$ cat src/rtl/crc_framed_record_checker_defines.svh
// Assertion macros used by the record checker core.
`ifndef CRC_FRAMED_RECORD_CHECKER_DEFINES_SVH
`define CRC_FRAMED_RECORD_CHECKER_DEFINES_SVH

// Same-cycle implication, disabled while reset is active.
`define CFRC_ASSERT_NOW(lbl, clk, rst_n, ante, cons) \
    lbl: assert property (@(posedge clk) disable iff (!rst_n) (ante) |-> (cons)) \
        else $error("cfrc assertion failed");

// Next-cycle implication, disabled while reset is active.
`define CFRC_ASSERT_NEXT(lbl, clk, rst_n, ante, cons) \
    lbl: assert property (@(posedge clk) disable iff (!rst_n) (ante) |=> (cons)) \
        else $error("cfrc assertion failed");

`endif

$ cat src/rtl/cfrc_pkg.sv
// Types, constants and the CRC-32 byte update for the record checker.
`timescale 1ns / 1ps
`default_nettype none
package cfrc_pkg;

    localparam int unsigned NUM_FIELDS = 8;
    localparam int unsigned QUEUE_DEPTH = 2;

    localparam logic [31:0] CRC_POLY     = 32'hEDB88320;
    localparam logic [31:0] CRC_INIT     = 32'hFFFFFFFF;
    localparam logic [31:0] MAGIC_WORD   = 32'h4D505841;
    localparam logic [15:0] VERSION_NEW  = 16'd2;
    localparam logic [15:0] VERSION_OLD  = 16'd1;
    localparam logic [31:0] HDR_BYTES    = 32'd24;
    localparam logic [31:0] HDR_CRC_LAST = 32'd19;
    localparam logic [31:0] PAY_HDR_V2   = 32'd24;
    localparam logic [31:0] PAY_HDR_V1   = 32'd16;
    localparam logic [15:0] LIMIT_RESET  = 16'd256;
    localparam logic [31:0] COUNT_MAX    = 32'hFFFFFFFF;

    localparam logic [3:0] ST_OK       = 4'd0;
    localparam logic [3:0] ST_SHORT    = 4'd1;
    localparam logic [3:0] ST_MAGIC    = 4'd2;
    localparam logic [3:0] ST_HDRSIZE  = 4'd3;
    localparam logic [3:0] ST_HDRCRC   = 4'd4;
    localparam logic [3:0] ST_VERSION  = 4'd5;
    localparam logic [3:0] ST_PAYSIZE  = 4'd6;
    localparam logic [3:0] ST_PAYCRC   = 4'd7;
    localparam logic [3:0] ST_LENGTHS  = 4'd8;

    typedef struct packed {
        logic [7:0] data_byte;
        logic       last_byte;
    } t_in_item;

    typedef struct packed {
        logic [7:0]  byte_out;
        logic        in_field;
        logic [2:0]  field_index;
        logic        done_res;
        logic [3:0]  status;
        logic [31:0] record_generation;
        logic [63:0] expires_at;
    } t_out_item;

    // Reflected CRC-32, one byte.
    function automatic logic [31:0] crc_byte(input logic [31:0] crc, input logic [7:0] b);
        logic [31:0] c;
        c = crc ^ {24'd0, b};
        for (int k = 0; k < 8; k++) begin
            c = c[0] ? ((c >> 1) ^ CRC_POLY) : (c >> 1);
        end
        return c;
    endfunction

endpackage
`default_nettype wire

$ cat src/rtl/cfrc_back.sv
// Checker core: parses the record, tags field bytes, reports status on the last byte.
`timescale 1ns / 1ps
`default_nettype none
`include "crc_framed_record_checker_defines.svh"
module cfrc_back (
    input  wire logic               i_clk,
    input  wire logic               i_rst_n,
    input  wire logic               i_q_valid,
    output logic                    o_q_ready,
    input  wire cfrc_pkg::t_in_item i_q_data,
    input  wire logic               i_cfg_we,
    input  wire logic [3:0]         i_cfg_idx,
    input  wire logic [15:0]        i_cfg_data,
    output logic                    o_valid,
    input  wire logic               i_ready,
    output cfrc_pkg::t_out_item     o_data
);
    logic [15:0] r_limit [cfrc_pkg::NUM_FIELDS];

    logic [31:0] r_cnt, r_crc, r_hcalc, r_gen, r_psz, r_pcrc, r_hcrc, r_pcalc;
    logic        r_magic_ok;
    logic [15:0] r_ver, r_hsz;
    logic [63:0] r_exp;
    logic [15:0] r_len [cfrc_pkg::NUM_FIELDS];
    logic [18:0] r_cum [cfrc_pkg::NUM_FIELDS];

    logic [31:0] n_cnt, n_crc, n_hcalc, n_gen, n_psz, n_pcrc, n_hcrc, n_pcalc;
    logic        n_magic_ok;
    logic [15:0] n_ver, n_hsz;
    logic [63:0] n_exp;
    logic [15:0] n_len [cfrc_pkg::NUM_FIELDS];
    logic [18:0] n_cum [cfrc_pkg::NUM_FIELDS];

    cfrc_pkg::t_out_item r_out, n_out;
    logic        r_out_valid;
    logic        w_take;

    logic [31:0] w_crc_step, w_p, w_q, w_phs, w_fphs, w_bc;
    logic [2:0]  w_fi;
    logic [15:0] w_full;
    logic [18:0] w_base, w_sum;
    logic [7:0]  w_b, w_magic_b;
    logic [3:0]  w_status;
    logic        w_len_bad;

    assign w_take    = i_q_valid && (!r_out_valid || i_ready);
    assign o_q_ready = !r_out_valid || i_ready;
    assign o_valid   = r_out_valid;
    assign o_data    = r_out;

    always_comb begin
        w_b        = i_q_data.data_byte;
        w_crc_step = cfrc_pkg::crc_byte(r_crc, w_b);
        w_magic_b  = 8'(cfrc_pkg::MAGIC_WORD >> (5'd24 - {r_cnt[1:0], 3'd0}));
        w_p        = r_cnt - cfrc_pkg::HDR_BYTES;
        w_phs      = (r_ver == cfrc_pkg::VERSION_OLD) ? cfrc_pkg::PAY_HDR_V1
                                                      : cfrc_pkg::PAY_HDR_V2;
        w_q        = w_p - w_phs;
        w_fi       = 3'(w_p[4:1] - 4'd4);
        w_full     = {r_len[w_fi][7:0], w_b};
        w_base     = (w_fi == 3'd0) ? 19'd0 : r_cum[w_fi - 3'd1];
        w_sum      = w_base + 19'(w_full);

        n_cnt = r_cnt;  n_crc = r_crc;  n_hcalc = r_hcalc;  n_gen = r_gen;
        n_psz = r_psz;  n_pcrc = r_pcrc; n_hcrc = r_hcrc;   n_pcalc = r_pcalc;
        n_magic_ok = r_magic_ok; n_ver = r_ver; n_hsz = r_hsz; n_exp = r_exp;
        n_len = r_len;
        n_cum = r_cum;
        n_out = '0;
        n_out.byte_out = w_b;
        n_out.done_res = i_q_data.last_byte;

        if (r_cnt != cfrc_pkg::COUNT_MAX) begin
            if (r_cnt < 32'd4) begin
                if (w_b != w_magic_b) n_magic_ok = 1'b0;
            end else if (r_cnt < 32'd6) begin
                n_ver = {r_ver[7:0], w_b};
            end else if (r_cnt < 32'd8) begin
                n_hsz = {r_hsz[7:0], w_b};
            end else if (r_cnt < 32'd12) begin
                n_gen = {r_gen[23:0], w_b};
            end else if (r_cnt < 32'd16) begin
                n_psz = {r_psz[23:0], w_b};
            end else if (r_cnt < 32'd20) begin
                n_pcrc = {r_pcrc[23:0], w_b};
            end else if (r_cnt < cfrc_pkg::HDR_BYTES) begin
                n_hcrc = {r_hcrc[23:0], w_b};
            end

            if (r_cnt <= cfrc_pkg::HDR_CRC_LAST) begin
                n_crc = w_crc_step;
                if (r_cnt == cfrc_pkg::HDR_CRC_LAST) begin
                    n_hcalc = ~w_crc_step;
                    n_crc   = cfrc_pkg::CRC_INIT;
                    n_pcalc = '0;
                end
            end else if (r_cnt >= cfrc_pkg::HDR_BYTES) begin
                if (w_p < r_psz) begin
                    n_crc   = w_crc_step;
                    n_pcalc = ~w_crc_step;
                end
                if (w_p < 32'd8) begin
                    n_exp = {r_exp[55:0], w_b};
                end else if (w_p < cfrc_pkg::PAY_HDR_V2) begin
                    if (r_ver != cfrc_pkg::VERSION_OLD || w_fi < 3'd4) begin
                        n_len[w_fi] = w_full;
                        // second byte closes the length: refresh this and later bounds
                        if (w_p[0]) begin
                            for (int j = 0; j < cfrc_pkg::NUM_FIELDS; j++) begin
                                if (3'(j) >= w_fi) n_cum[j] = w_sum;
                            end
                        end
                    end
                end
                if (w_p >= w_phs && w_p < r_psz) begin
                    for (int i = cfrc_pkg::NUM_FIELDS - 1; i >= 0; i--) begin
                        if (w_q < {13'd0, r_cum[i]}) begin
                            n_out.in_field    = 1'b1;
                            n_out.field_index = 3'(i);
                        end
                    end
                end
            end
            n_cnt = r_cnt + 32'd1;
        end

        // final checks on the post-update state
        w_bc   = n_cnt;
        w_fphs = (n_ver == cfrc_pkg::VERSION_OLD) ? cfrc_pkg::PAY_HDR_V1
                                                  : cfrc_pkg::PAY_HDR_V2;
        w_len_bad = (n_len[0] == 16'd0) || (n_len[1] == 16'd0) ||
                    ({13'd0, n_cum[7]} != (n_psz - w_fphs));
        for (int i = 0; i < cfrc_pkg::NUM_FIELDS; i++) begin
            if (n_len[i] >= r_limit[i]) w_len_bad = 1'b1;
        end
        if (w_bc < cfrc_pkg::HDR_BYTES)                 w_status = cfrc_pkg::ST_SHORT;
        else if (!n_magic_ok)                           w_status = cfrc_pkg::ST_MAGIC;
        else if (n_hsz != 16'(cfrc_pkg::HDR_BYTES))     w_status = cfrc_pkg::ST_HDRSIZE;
        else if (n_hcalc != n_hcrc)                     w_status = cfrc_pkg::ST_HDRCRC;
        else if (n_ver != cfrc_pkg::VERSION_NEW && n_ver != cfrc_pkg::VERSION_OLD)
                                                        w_status = cfrc_pkg::ST_VERSION;
        else if (n_psz < w_fphs || n_psz > (w_bc - cfrc_pkg::HDR_BYTES))
                                                        w_status = cfrc_pkg::ST_PAYSIZE;
        else if (n_pcalc != n_pcrc)                     w_status = cfrc_pkg::ST_PAYCRC;
        else if (w_len_bad)                             w_status = cfrc_pkg::ST_LENGTHS;
        else                                            w_status = cfrc_pkg::ST_OK;

        if (i_q_data.last_byte) begin
            n_out.status            = w_status;
            n_out.record_generation = n_gen;
            n_out.expires_at        = n_exp;
        end
    end

    always_ff @(posedge i_clk) begin
        if (!i_rst_n) begin
            for (int i = 0; i < cfrc_pkg::NUM_FIELDS; i++) r_limit[i] <= cfrc_pkg::LIMIT_RESET;
        end else if (i_cfg_we && i_cfg_idx < 4'(cfrc_pkg::NUM_FIELDS)) begin
            r_limit[i_cfg_idx[2:0]] <= i_cfg_data;
        end
    end

    always_ff @(posedge i_clk) begin
        if (!i_rst_n || (w_take && i_q_data.last_byte)) begin
            r_cnt <= '0; r_crc <= cfrc_pkg::CRC_INIT; r_hcalc <= '0; r_gen <= '0;
            r_psz <= '0; r_pcrc <= '0; r_hcrc <= '0; r_pcalc <= '0;
            r_magic_ok <= 1'b1; r_ver <= '0; r_hsz <= '0; r_exp <= '0;
            for (int i = 0; i < cfrc_pkg::NUM_FIELDS; i++) begin
                r_len[i] <= '0;
                r_cum[i] <= '0;
            end
        end else if (w_take) begin
            r_cnt <= n_cnt; r_crc <= n_crc; r_hcalc <= n_hcalc; r_gen <= n_gen;
            r_psz <= n_psz; r_pcrc <= n_pcrc; r_hcrc <= n_hcrc; r_pcalc <= n_pcalc;
            r_magic_ok <= n_magic_ok; r_ver <= n_ver; r_hsz <= n_hsz; r_exp <= n_exp;
            r_len <= n_len;
            r_cum <= n_cum;
        end
    end

    always_ff @(posedge i_clk) begin
        if (!i_rst_n) begin
            r_out_valid <= 1'b0;
        end else if (w_take) begin
            r_out_valid <= 1'b1;
        end else if (i_ready) begin
            r_out_valid <= 1'b0;
        end
    end

    always_ff @(posedge i_clk) begin
        if (w_take) r_out <= n_out;
    end

    `CFRC_ASSERT_NOW(a_status_only_done, i_clk, i_rst_n, r_out_valid && !r_out.done_res, r_out.status == cfrc_pkg::ST_OK)
    `CFRC_ASSERT_NOW(a_index_needs_tag, i_clk, i_rst_n, r_out_valid && !r_out.in_field, r_out.field_index == 3'd0)
    `CFRC_ASSERT_NEXT(a_last_clears, i_clk, i_rst_n, w_take && i_q_data.last_byte, r_cnt == 32'd0 && r_magic_ok)
endmodule
`default_nettype wire

$ cat config.mk
export PLATFORM = sky130hd
export DESIGN_NAME = cfrc_back
export DESIGN_NICKNAME = d
export VERILOG_FILES = /design/src/rtl/cfrc_pkg.sv /design/src/rtl/cfrc_back.sv
export VERILOG_INCLUDE_DIRS = /design/src /design/src/rtl
export SDC_FILE = /design/constraint.sdc
export NUM_CORES = 2
export LEC_CHECK = 0
export BUFFER_PORTS_ARGS = -buffer_cell sky130_fd_sc_hd__buf_2
export CORE_UTILIZATION = 40
export CTS_CLUSTER_SIZE = 28
export DETAILED_ROUTE_END_ITERATION = 8
export PLACE_DENSITY = 0.52
export SETUP_SLACK_MARGIN = 0.1
export SLEW_MARGIN = 30
export SYNTH_ARGS = -nofsm -noshare
export SYNTH_HDL_FRONTEND = slang
export SYNTH_SLANG_ARGS = --single-unit
$ cat constraint.sdc
create_clock -name i_clk -period 18.1 [get_ports i_clk]
set_clock_uncertainty 0.2 [all_clocks]
set_input_delay 0.905 -clock i_clk [delete_from_list [all_inputs] [get_ports i_clk]]
set_output_delay 0.905 -clock i_clk [all_outputs]
set_load 0.005 [all_outputs]
* Word level (Yosys, flattened, before mapping) *
Memory sizes are Yosys's and may differ from the RTL's.
Index checks and enable logic that the tools add are counted.

operators by class
  $add $sub $neg = 9
  order comparisons = 45
  eq/ne operators = 12
  shift-type cells = 1
  multiplexer cells = 120
  bitwise logic cells = 19
  reduce and logical (&&, ||, !) cells = 36

operators by type and width
  kind                                                                     number
  32-bit two-way mux                                                       47
  128-bit two-way mux                                                      6
  32-bit by 19-bit < comparator with 1-bit output                          8
  64-bit two-way mux                                                       4
  19-bit two-way mux                                                       11
  32-bit by 5-bit < comparator with 1-bit output (second input constant)   5
  16-bit two-way mux                                                       9
  128-bit bitwise mux                                                      1
  16-bit greater-or-equal comparator                                       8
  13-bit NOT with 14-bit output                                            8
  32-bit by 4-bit < comparator with 1-bit output (second input constant)   3
  32-bit by 3-bit < comparator with 1-bit output (second input constant)   2
  32-bit inequality test                                                   2
  32-bit by 5-bit subtractor with 32-bit output                            2
  32-bit by 5-bit subtractor with 32-bit output (second input constant)    2
  9-bit AND reduction                                                      7
  19-bit binary-select mux with 3-bit select                               1
  16-bit binary-select mux with 3-bit select                               1
  16-bit demux with 3-bit select                                           1
  4-bit two-way mux                                                        11
  32-bit by 1-bit adder with 32-bit output (second input constant)         1
  16-bit by 1-bit equality test with 1-bit output (second input constant)  2
  32-bit by 5-bit equality test with 1-bit output (second input constant)  1
  32-bit by 5-bit greater-or-equal comparator with 1-bit output            1
  other kinds (44)                                                         98

word-level totals
  register bits after elaboration = 747
  bits in writable memories = 128
  output and inout bits = 115
  memories kept = 1

memories
  memory   words  bits a word  rd ports  clocked after memory_dff  wr ports  RTL line         RTL
  r_limit  8      16           8         0                         8         cfrc_back.sv:18  logic [15:0] r_limit [cfrc_pkg::NUM_FIELDS];

* Longest topological paths before layout *
  depth after elaboration = 35
  mapped depth = 32
  gate-level depth less buffers = 28

* Worst setup path after synthesis *
OpenSTA, ideal clock, no wires.

  path kind = register to register
  start point = reg r_cnt[8]
  end point = reg r_out (netlist bit o_data[99]), data pin
  setup time = 0.261 ns
  arrival = 6.623 ns
  slack = 11.016 ns
  cell stages (with the launch flop) = 28
  cell sequence = dfxtp_1 > buf_6 > or4_4 > buf_6 > or4_1 > or3_1 > xor2_1 > and4_1 > nand4_1 > nor4_1 > nand3_1 > clkbuf_1 > mux2i_1 > ha_1 > nand2b_1 > a21o_1 > a21o_1 > a21o_1 > a21o_1 > a2111oi_0 > a2111oi_0 > nor4_1 > o311ai_1 > nor4_1 > nand4_1 > nor4b_1 > nand4_1 > o311a_1

on the way
  cells in the longest elaborated chain, start to end = 19

ends and longest elaborated chain
  what                                                                                                    RTL line          RTL
  start: declaration                                                                                      cfrc_back.sv:20   logic [31:0] r_cnt, r_crc, r_hcalc, r_gen, r_psz, r_pcrc, r_hcrc, r_pcalc;
  start signal: assignment                                                                                cfrc_back.sv:173  r_cnt <= n_cnt; r_crc <= n_crc; r_hcalc <= n_hcalc; r_gen <= n_gen;
  parallel branches: the longest is 19 deep, another holds 32-bit by 5-bit subtractor with 32-bit output  --
  end signal: assignment                                                                                  cfrc_back.sv:192  if (w_take) r_out <= n_out;
  end: declaration                                                                                        cfrc_back.sv:34   cfrc_pkg::t_out_item r_out, n_out;

Several ways; the timed one is not identified.
A chain may end at the register's enable or synchronous reset.

==> metrics.txt <==
# TYPE chip_impl_metric gauge
chip_impl_metric{name="maxSlewHeadroom",unit="%"} 27.23
chip_impl_metric{name="post_drt_via_cell_ratio",unit=""} 5.529
chip_impl_metric{name="grt_first_pass_wirelength",unit="µm"} 265200
chip_impl_info{name="cell_type_contributing_the_most_total_cell_area_after_synthesis",value="dfxtp_1"} 1
chip_impl_metric{name="cts_htree_levels",unit=""} 3
chip_impl_info{name="outcome",value="complete, no violations"} 1
chip_impl_metric{name="hold_buffers_post_cts",unit=""} 0
chip_impl_metric{name="drt_iter0_drc",unit=""} 4439
chip_impl_metric{name="grt_pass1_vias",unit=""} 42070
chip_impl_metric{name="post_synth_and_or_nand_nor_area_fraction",unit="%"} 21.26
chip_impl_metric{name="cts-resized-gates",unit=""} 0
chip_impl_info{name="cts.root.buffer_cell",value="clkbuf_16"} 1
chip_impl_metric{name="synth_top_cell_area_share",unit="%"} 24.39
chip_impl_info{name="ys.flop_type",value="dfxtp_1"} 1
chip_impl_info{name="clock_tree_from_tritoncts",value="done"} 1
chip_impl_metric{name="core-area",unit="µm²"} 128300
chip_impl_metric{name="synth_mux_area_share",unit="%"} 5.492
chip_impl_info{name="worst_path_max_delay_cell",value="or4_1"} 1
chip_impl_metric{name="share_of_the_clock_period_used_by_the_worst_path",unit="%"} 48.59
chip_impl_info{name="hp-class",value="reg2reg"} 1
chip_impl_metric{name="synth-edff-count",unit=""} 241
chip_impl_info{name="critical-path-top-cell-by-count",value="nor4_1"} 1
chip_impl_metric{name="preCtsSetupSlack",unit="ps"} 9238
chip_impl_metric{name="maximum_number_of_pins_on_one_net_before_global_route_repair",unit=""} 184
chip_impl_metric{name="die-area",unit="µm²"} 131500
chip_impl_metric{name="synthesis.nets",unit=""} 6764
chip_impl_metric{name="final_core_utilization",unit="%"} 45.29
chip_impl_metric{name="fin_tns_setup",unit="ps"} 0
chip_impl_metric{name="drv_cap",unit=""} 0
chip_impl_metric{name="post-route-drc-count",unit=""} 0
chip_impl_metric{name="mappedNetlistArea",unit="µm²"} 52030
chip_impl_metric{name="die_width",unit="µm"} 362.7
chip_impl_metric{name="groute.usage.overall",unit="%"} 26.11
chip_impl_metric{name="max-clock-path-buffers",unit=""} 3
chip_impl_metric{name="final_critical_path_setup_slack",unit="ps"} 9305
chip_impl_info{name="worstSetupEndpointType",value="flop"} 1
chip_impl_info{name="synth_top_family_by_area",value="simple AND/OR/NAND/NOR gates"} 1
chip_impl_metric{name="path_clk_slew",unit="ps"} 60
chip_impl_metric{name="critical_path_arrival",unit="ps"} 9070
chip_impl_metric{name="synthArstFlopShare",unit="%"} 0
chip_impl_info{name="criticalPathCategory",value="reg2reg"} 1
chip_impl_info{name="setup_repair_after_global_routing_missed_its_margin",value="false"} 1
chip_impl_metric{name="ir_worst_vdd",unit="V"} 0.00009404
chip_impl_metric{name="cp.required",unit="ps"} 18370
chip_impl_metric{name="grt_overflow",unit=""} 0
chip_impl_metric{name="worst-slew-pin-transition",unit="ps"} 1092
chip_impl_metric{name="antenna_found_initial",unit=""} 7
chip_impl_metric{name="final.min_clock_period",unit="ps"} 8795
chip_impl_metric{name="yosys_register_bits",unit=""} 875
chip_impl_metric{name="drt-pass1-iter-count",unit=""} 6
chip_impl_metric{name="cts_sinks",unit=""} 875
chip_impl_metric{name="syn_avg_cell_area",unit="µm²"} 8.172
chip_impl_metric{name="post-dp-hpwl",unit="µm"} 122800
chip_impl_metric{name="yosys_warnings",unit=""} 0
chip_impl_metric{name="initial_utilization",unit="%"} 40.54
chip_impl_metric{name="finish.net_count",unit=""} 6757
chip_impl_metric{name="via_count",unit=""} 45230
chip_impl_metric{name="io_buffer_count",unit=""} 148
chip_impl_metric{name="timing_max_transition_violations_final",unit=""} 0
chip_impl_metric{name="path_max_fanout",unit=""} 24
chip_impl_metric{name="clk_latency",unit="ps"} 730
chip_impl_info{name="worstSetupStartpointType",value="flop"} 1
chip_impl_metric{name="cts_inserted_buffers",unit=""} 102
chip_impl_metric{name="pwr_density_cell",unit="nW/µm²"} 86.13
chip_impl_metric{name="synthesis.instances",unit=""} 6367
chip_impl_info{name="layout_common_cells",value="nand2_1, a21oi_1, dfxtp_1"} 1
chip_impl_metric{name="synth.distinct_cells",unit=""} 102
chip_impl_info{name="most_common_cell_after_layout_fill_and_taps_aside",value="nand2_1"} 1
chip_impl_metric{name="leakage",unit="nW"} 21.87
chip_impl_metric{name="synth_fa_ha_area_share",unit="%"} 8.744
chip_impl_metric{name="synth_seq_area_share",unit="%"} 38.30
chip_impl_metric{name="rows",unit=""} 131
chip_impl_metric{name="die_height",unit="µm"} 362.7
chip_impl_metric{name="synth_xor_xnor_area_share",unit="%"} 4.877
chip_impl_metric{name="postCtsSetupRepairBufs",unit=""} 0
chip_impl_metric{name="crit_path_max_incr_delay",unit="ps"} 600
chip_impl_metric{name="gp_congestion",unit=""} 0.9524
chip_impl_info{name="synth_area_leaders",value="dfxtp_1, edfxtp_1, nand2_1, ha_1, a21oi_1"} 1
chip_impl_metric{name="layout-drive-gt1-share",unit="%"} 9.738
chip_impl_metric{name="detail-route-antenna-nets",unit=""} 0
chip_impl_metric{name="totalWireLength",unit="µm"} 174900
chip_impl_metric{name="setup-violations-final",unit=""} 0
chip_impl_metric{name="max_clock_freq",unit="GHz"} 0.1137
chip_impl_metric{name="timing_hold_violations_final",unit=""} 0
chip_impl_metric{name="area_growth_syn_to_layout",unit="%"} 11.73
chip_impl_metric{name="routed_wire_length_per_instance",unit="µm"} 21.38
chip_impl_metric{name="boundaryPins",unit=""} 149
chip_impl_metric{name="synth_compound_area_share",unit="%"} 15.76
## worst paths after layout
kind,start,end,slack [ps],depth (start not counted)
worst max-delay path,r_cnt[6],o_data[99],9310,26
worst min register to register,r_len[31],r_len[31],250,2
worst min-delay path,r_len[31],r_len[31],250,2
worst max register to register,r_cnt[6],o_data[99],9310,26
## per-stage QoR
stage	hold slack (ps)	total power [mW]	cell area (µm²)	cells
after floorplan	230.8	2.589	52030	6367
after global placement	237.2	2.897	54450	7983
after detailed placement	246.0	2.903	54530	7984
after CTS	228.3	5.050	58000	8177
after global routing	257.8	5.193	58130	8178
final	252.3	5.007	58130	8180
## sequential cells by signal, indices dropped and copies added (netlist names)
name,cells
r_cum,152
r_len,128
r_limit,128
o_data,113
r_exp,64
r_cnt,32
r_crc,32
r_gen,32
r_hcalc,32
r_hcrc,32
r_pcalc,32
r_pcrc,32
r_psz,32
r_hsz,16
r_ver,16
o_valid,1
r_magic_ok,1
## cell type report
class	count	area (µm²)
Antenna cell	2	5.005
Clock buffer	143	2908
Clock inverter	50	568.0
Fill cell	12750	70210
Inverter	370	1398
Multi-Input combinational cell	4743	29450
Sequential cell	875	19940
Tap cell	1729	2163
Timing Repair Buffer	268	1705
## critical path, delay by kind of cell (launching register included)
family | cells | cell delay, ps
AOI/OAI and AO/OA | 6 | 1900
xor gates and xnor gates | 1 | 450
adders and majority gates | 1 | 320
buffers and inverters | 2 | 400
DFF | 1 | 550
and+or+nand+nor | 16 | 4680
## power breakdown
group          switching, mW  internal [mW]  leakage [nW]
logic                  0.539          0.236          12.7
registers             0.0303           2.06          7.47
clock network          0.897           1.24          1.71
total                   1.47           3.54          21.9
## Yosys cell counts, types with 26 or more instances
cell type and count:
and2_1 135, or3_1 41, buf_2 26, xnor2_1 193
nand2b_1 44, nor4_1 59, mux2i_1 137, nand2_1 1426
a21o_1 94, mux2_2 52, nand4_1 70, inv_1 368
a22oi_1 45, ha_1 362, edfxtp_1 241, mux4_2 40
nor3_1 88, o21ai_0 207, a211oi_1 71, nand3_1 125
xor2_1 83, nor2_1 347, a21oi_1 738, nor2b_1 30
dfxtp_1 634, clkbuf_1 321
## logic make-up after synthesis
group	after synthesis
and+or+nand+nor	2482
AOI/OAI and AO/OA	1386
DFF	875
buffers and inverters	749
adders and majority gates	363
xor gates and xnor gates	283
muxes	229
## layer usage
layer | part of all wire (%) | global-route usage (%) | vias up | wire [µm]
li1 | - | - | 21990 | -
met1 | 46 | 37.06 | 21630 | 80690
met2 | 45 | 41.51 | 1344 | 79320
met3 | 5.6 | 3.071 | 265 | 9716
met4 | 3.0 | 7.487 | 0 | 5194
met5 | 0 | 0 | - | 0
No activity file was read; power rests on OpenSTA's default activity.
